===== src/assert_macros.svh =====
// Assertion helpers for the RTL; only bsr_back.sv includes them.
// All properties are clocked on i_clk and disabled while i_rst_n is low.
`ifndef ASSERT_MACROS_SVH
`define ASSERT_MACROS_SVH

// Implication or plain property checked at every rising edge.
`define BSR_ASSERT(lbl, prop) \
    lbl: assert property (@(posedge i_clk) disable iff (!i_rst_n) (prop)) \
        else $error("bitstream reader assertion failed");

// Condition that must never hold.
`define BSR_NEVER(lbl, expr) \
    lbl: assert property (@(posedge i_clk) disable iff (!i_rst_n) !(expr)) \
        else $error("bitstream reader forbidden condition seen");

`endif


===== src/bsr_pkg.sv =====
// ----------------------------------------------------------------------------
// Bitstream reader package
// Shared constants, command codes and the queued command type.
// ----------------------------------------------------------------------------
`timescale 1ns / 1ps

package bsr_pkg;

    localparam int BUF_BYTES = 65536;
    localparam int ADDR_W    = $clog2(BUF_BYTES);
    localparam int SIZE_W    = 17;
    localparam int POS_W     = 20;
    localparam logic [SIZE_W-1:0] BUF_SIZE = SIZE_W'(BUF_BYTES);
    localparam logic [POS_W-1:0]  MAX_BITS = POS_W'(BUF_BYTES * 8);

    // Raw action codes on the input port
    localparam logic [3:0] ACT_LOAD  = 4'd0;
    localparam logic [3:0] ACT_READ  = 4'd1;
    localparam logic [3:0] ACT_UE    = 4'd2;
    localparam logic [3:0] ACT_SE    = 4'd3;
    localparam logic [3:0] ACT_SKIP  = 4'd4;
    localparam logic [3:0] ACT_SETP  = 4'd5;
    localparam logic [3:0] ACT_ALIGN = 4'd6;
    localparam logic [3:0] ACT_SRCH  = 4'd7;
    localparam logic [3:0] ACT_NEXT  = 4'd8;

    typedef enum logic [3:0] {
        OP_LOAD, OP_READ, OP_UE, OP_SE, OP_SKIP,
        OP_SETP, OP_ALIGN, OP_SRCH, OP_NEXT, OP_NONE
    } t_op;

    typedef struct packed {
        t_op                 op;
        logic [15:0]         load_address;
        logic [7:0]          load_byte;
        logic [5:0]          bit_count;
        logic                peek;
        logic signed [19:0]  skip_bits;
        logic signed [16:0]  byte_position;
        logic [31:0]         search_code;
        logic [31:0]         search_mask;
    } t_item;

endpackage


===== src/bsr_front.sv =====
// ----------------------------------------------------------------------------
// Bitstream reader front end
// Accepts command beats, decodes the action and holds them in a
// two-entry queue for the execution unit.
// ----------------------------------------------------------------------------
`timescale 1ns / 1ps

module bsr_front import bsr_pkg::*; (
    input  logic                i_clk,
    input  logic                i_rst_n,
    input  logic                i_valid,
    output logic                o_ready,
    input  logic [3:0]          i_action,
    input  logic [15:0]         i_load_address,
    input  logic [7:0]          i_load_byte,
    input  logic [5:0]          i_bit_count,
    input  logic                i_peek,
    input  logic signed [19:0]  i_skip_bits,
    input  logic signed [16:0]  i_byte_position,
    input  logic [31:0]         i_search_code,
    input  logic [31:0]         i_search_mask,
    output logic                o_item_valid,
    output t_item               o_item,
    input  logic                i_pop
);

    t_item      r_q [2];
    logic       r_wp;
    logic       r_rp;
    logic [1:0] r_cnt;
    t_item      w_item;
    logic       w_push;
    logic       w_pop;

    always_comb begin
        w_item               = '0;
        w_item.load_address  = i_load_address;
        w_item.load_byte     = i_load_byte;
        w_item.bit_count     = i_bit_count;
        w_item.peek          = i_peek;
        w_item.skip_bits     = i_skip_bits;
        w_item.byte_position = i_byte_position;
        w_item.search_code   = i_search_code;
        w_item.search_mask   = i_search_mask;
        case (i_action)
            ACT_LOAD:  w_item.op = OP_LOAD;
            ACT_READ:  w_item.op = OP_READ;
            ACT_UE:    w_item.op = OP_UE;
            ACT_SE:    w_item.op = OP_SE;
            ACT_SKIP:  w_item.op = OP_SKIP;
            ACT_SETP:  w_item.op = OP_SETP;
            ACT_ALIGN: w_item.op = OP_ALIGN;
            ACT_SRCH:  w_item.op = OP_SRCH;
            ACT_NEXT:  w_item.op = OP_NEXT;
            default:   w_item.op = OP_NONE;
        endcase
    end

    assign o_ready      = (r_cnt != 2'd2);
    assign o_item_valid = (r_cnt != 2'd0);
    assign o_item       = r_q[r_rp];
    assign w_push       = i_valid && o_ready;
    assign w_pop        = i_pop && o_item_valid;

    always_ff @(posedge i_clk) begin
        if (w_push) begin
            r_q[r_wp] <= w_item;
        end
        if (!i_rst_n) begin
            r_wp  <= 1'b0;
            r_rp  <= 1'b0;
            r_cnt <= 2'd0;
        end else begin
            if (w_push) begin
                r_wp <= ~r_wp;
            end
            if (w_pop) begin
                r_rp <= ~r_rp;
            end
            r_cnt <= r_cnt + {1'b0, w_push} - {1'b0, w_pop};
        end
    end

endmodule


===== config.mk =====
export PLATFORM = sky130hd
export DESIGN_NAME = bsr_front
export DESIGN_NICKNAME = d
export VERILOG_FILES = /design/src/assert_macros.svh /design/src/bsr_pkg.sv /design/src/bsr_front.sv
export SDC_FILE = /design/constraint.sdc
export NUM_CORES = 1
export LEC_CHECK = 0
export BUFFER_PORTS_ARGS = -buffer_cell sky130_fd_sc_hd__buf_2
export CAP_MARGIN = 10
export CELL_PAD_IN_SITES_DETAIL_PLACEMENT = 0
export CELL_PAD_IN_SITES_GLOBAL_PLACEMENT = 1
export CORE_ASPECT_RATIO = 2
export CORE_MARGIN = 3
export CORE_UTILIZATION = 48
export CTS_CLUSTER_DIAMETER = 150
export DETAILED_ROUTE_END_ITERATION = 6
export PLACE_DENSITY_LB_ADDON = 0.12
export SLEW_MARGIN = 20
export SYNTH_ARGS = -nofsm -noshare
export SYNTH_HDL_FRONTEND = slang
export SYNTH_SLANG_ARGS = --single-unit
export TNS_END_PERCENT = 100

===== constraint.sdc =====
create_clock -name i_clk -period 8.4 [get_ports i_clk]
set_input_delay 0.42 -clock i_clk [delete_from_list [all_inputs] [get_ports i_clk]]
set_output_delay 0.42 -clock i_clk [all_outputs]
set_load 0.05 [all_outputs]

# Word-level counts from Yosys, hierarchy flattened
# Memories as Yosys holds them, arrays and structs flattened. A register that Yosys moved wholly into a read port is not among the register bits.
# Index checks and enable logic that the tools add are counted.
word_totals:
  ff_bits: 4
  ramBits: 272
  romBits: 64
  input_bits: 140
  output_inout_bits: 138
  elab_cells: 17
  n_memories: 2
op_classes:
  n_addsub: 2
  eq_ne: 1
  mux: 4
  bitwise: 2
  reduce_logical: 3
memory_table:
  columns: ["name", "words", "word_bits", "rd", "rd_clocked_by_memory_dff", "write_ports", "line_no", "source"]
  rows:
  - ["r_q", 2, 136, 1, 1, 1, "bsr_front.sv:27", "t_item r_q [2];"]
  - ["(no name shown)", 16, 4, 1, 0, 0, "bsr_front.sv:45", "case (i_action)"]
op_table:
  columns: ["operator", "n"]
  rows:
  - ["$mux 1", 4]
  - ["$add 2x1->2", 1]
  - ["$logic_and 1x1->1", 2]
  - ["$ne 2x2->1 const B", 1]
  - ["$not 1->1", 2]
  - ["$reduce_bool 2->1", 1]
  - ["$sub 2x1->2", 1]

# Logic depth before layout (Yosys ltp)
depth:
  depth_word: 4
  mapped_depth: 6
  depth_no_buf: 6

# Worst setup path after synthesis
# No wires, ideal clock.
synth_path:
  path_kind: "flip-flop to flip-flop"
  start: "reg r_cnt[0]"
  end: "mem r_q[1][0] (netlist name) (enable)"
  setup_ps: 512
  arrival_time_ps: 4163
  required_time_ps: 7888
  slack_ps: 3725
  stages_incl_launch_ff: 3
  n_path_buf: 0
  synth_period_minus_slack_ps: 4675
  cell_sequence: "dfxtp_1 -> nand2b_1 -> and3_1"
synth_between:
  elab_chain_cells: 4
synth_rtl:
  columns: ["item", "line_no", "source"]
  rows:
  - ["start, declared", "bsr_front.sv:30", "logic [1:0] r_cnt;"]
  - ["start signal, assigned", "bsr_front.sv:80", "r_cnt <= r_cnt + {1'b0, w_push} - {1'b0, w_pop};"]
  - ["$ne 2x2->1", "bsr_front.sv:59", "assign o_ready = (r_cnt != 2'd2);"]
  - ["named net o_ready", "bsr_front.sv:12", "output logic o_ready,"]
  - ["$logic_and 1x1->1", "bsr_front.sv:62", "assign w_push = i_valid && o_ready;"]
  - ["$mux 1", "bsr_front.sv:66", "if (w_push) begin"]
  - ["$mux 1 (not written as such)", "bsr_front.sv:67", "r_q[r_wp] <= w_item;"]
  - ["end, declared", "bsr_front.sv:27", null]
# The timed path passes the listed nets, and every way through them passes these cells.

==> results.json <==
{
  "setup_viol": 0,
  "grt_max_degree": 76,
  "cp.arrival_ns": 2.60,
  "status": "finished, final reports clean",
  "grt_antenna_before_repair": 2,
  "layout_common_cells": "277 x buf_2, 272 x edfxtp_1, 96 x mux2_2, 40 x mux2_4, 23 x clkbuf_16",
  "cap_violations": 0,
  "drt-initial-drc-count": 166,
  "die_y_um": 212.7,
  "clock-root-buffer": "clkbuf_16",
  "dp_hpwl_um": 13980,
  "fin_tns_setup_ns": 0,
  "hold_viol": 0,
  "cts.path.max_buffers": 3,
  "synthCells": 457,
  "r2r-end": "r_q[1][108]",
  "grt_pass1_vias": 5708,
  "path_cells": "buf_4 > mux2_2 > buf_2",
  "cp_max_fo": 51,
  "required_ns": 7.98,
  "grt_pass1_wl_um": 29730,
  "grt_overflow": 0,
  "slew_headroom_pct": 32.65,
  "path_delay_family": "buffers and inverters",
  "clkTransAtPathRegs_ns": 0.07,
  "critPathMaxStageDelay_ns": 0.74,
  "crit_type": "reg2out",
  "cts_setup_buffers": 0,
  "track_usage_pct": 16.79,
  "fmax_ghz": 0.3315,
  "syn-num-nets": 598,
  "cts_htree_levels": 1,
  "critPathBufInv": 2,
  "rsz0062_at_grt": "no",
  "post_route_cells_drive_above_1_share_pct": 59.63,
  "synthDistinctLibCells": 25,
  "portBuffers": 277,
  "coreArea_um2": 21020,
  "cts_hold_buf": 0,
  "whs_ns": 0.09575,
  "drt_first_pass_iters": 4,
  "ios": 278,
  "rows": 75,
  "ant_nets": 0,
  "cts_tree": "done",
  "ys_ff_latch": 277,
  "netlist_area_um2": 10250,
  "finalWirelength_um": 20120,
  "die_area_um2": 23250,
  "post_cts_resize_count": 0,
  "slew_violations": 0,
  "avgViaCountPerCell": 4.977,
  "end_kind": "primary output",
  "leakage_nw": 4.774,
  "synth-seq-area-share_pct": 80.66,
  "cts-buffers-inserted": 23,
  "syn_to_final_growth_pct": 23.50,
  "ir_drop_v": 0.0002433,
  "fin_nets": 889,
  "clock_skew_ns": 0.01277,
  "dr_total_vias": 5141,
  "clock_latency_ns": 0.51,
  "die_x_um": 109.3,
  "crit_end": "o_item[74]",
  "synth_warnings": 0,
  "fin_crit_sh_pct": 35.91,
  "crit_cells": 3,
  "critPathSlowestCell": "buf_4",
  "reg2reg_slack_ns": 5.60,
  "worstSetupStartpointType": "register",
  "final_common_cell": "buf_2",
  "finalCriticalPeriod_ns": 3.016,
  "power_density_nw_per_um2": 316.8,
  "hold_class": "in2reg",
  "avgSynthCellArea_um2": 22.43,
  "reg2reg_depth": 3,
  "max_slew.worst_pin.slew_ns": 1.010,
  "cts.sinks": 277,
  "initial_core_util_pct": 48.76,
  "avgRoutedWirePerCell_um": 19.47,
  "r2r_start": "r_cnt[0]",
  "gp_congestion": 0.7558,
  "drc": 0
}
-- sequential cells by signal, summed over array words and instances (netlist names), named ones only --
register,count
r_cnt,2
r_rp,1
r_q,272
r_wp,1
-- metal layers --
metal  global-route usage, %  vias up  wire length, um
met5                       0        -                7
met4                   6.371        2              602
met1                   16.47     2508             6338
met3                   4.387       38             1588
met2                   32.45      196            11580
li1                        -     2397                -
-- per-stage QoR --
stage          power [mW]  util [%]  worst slack, ns  area [um2]  instances
5_1_grt             4.163     60.22            5.246       12660       1033
4_1_cts             4.067     60.21            5.323       12660       1032
6_report            4.010     60.22            5.384       12660       1033
3_3_place_gp        2.973     56.63            5.666       11900        992
2_1_floorplan       2.747         -            3.725       10250        457
3_5_place_dp        2.989     56.63            5.547       11900        992
-- power breakdown --
group,leakage (nW),total [mW],internal (mW),switching [mW]
sequential,2.59,1.73,1.68,0.0505
combinational,1.82,1.21,0.348,0.863
clock,0.364,1.07,0.626,0.443
total,4.77,4.01,2.65,1.36
-- layout make-up --
class,count,area [um2]
fill,1643,8362
sequential,277,8272
multi-input combinational,163,1867
timing repair buffer,281,1416
clock buffer,28,594.3
tap,269,336.6
clock inverter,12,157.7
inverter,2,12.51
antenna,1,2.502
-- synthesized netlist by cell type, drive strengths merged --
master	n	share of area, %
edfxtp	272	80
nor3	1	0.098
nor4	1	0.061
nand3b	1	0.073
o21ai	3	0.15
nor4bb	1	0.098
buf	15	1.1
xor2	1	0.085
nand2b	2	0.12
dfxtp	5	0.98
and2	1	0.061
or2	1	0.061
nor2	4	0.15
mux2	136	16
o31a	1	0.085
a21oi	1	0.049
a21bo	1	0.098
inv	2	0.073
o21ba	1	0.098
nor2b	3	0.18
nand3	1	0.049
and3	2	0.12
ha	1	0.12
-- cells by family (layout without fill, tap and decap cells) --
logic type / after synthesis / after routing / synth area share [%]
other: 0 / 1 / 0
buffers and inverters: 17 / 323 / 1.172
AO/OA/AOI/OAI: 7 / 7 / 0.4760
adder cells (fa/ha/maj): 1 / 1 / 0.1221
multiplexers: 136 / 136 / 16.41
AND/OR/NAND/NOR: 18 / 18 / 1.074
flip-flops: 277 / 277 / 80.66
XOR/XNOR: 1 / 1 / 0.08546
-- worst min-delay path by stage --
stage	startpoint	endpoint	slack, ns	depth (start not counted)
after floorplan	r_rp	register	0.47	2
after global placement	r_rp	r_rp	0.49	2
after detailed placement	r_rp	register	0.50	2
after CTS	i_search_mask[15]	r_q[1][15]	0.07	1
after global routing	i_skip_bits[19]	r_q[0][100]	0.08	1
final	i_search_mask[12]	r_q[0][12]	0.1	1
-- worst register-to-register path: cells and delay by family (launching register included) --
| kind | cells | cell delay, ns |
|---|---|---|
| buf+inv | 1 | 0.91 |
| simple gates | 2 | 1.00 |
| flops | 1 | 0.43 |
Note: power is estimated with default switching activity, not from simulation.
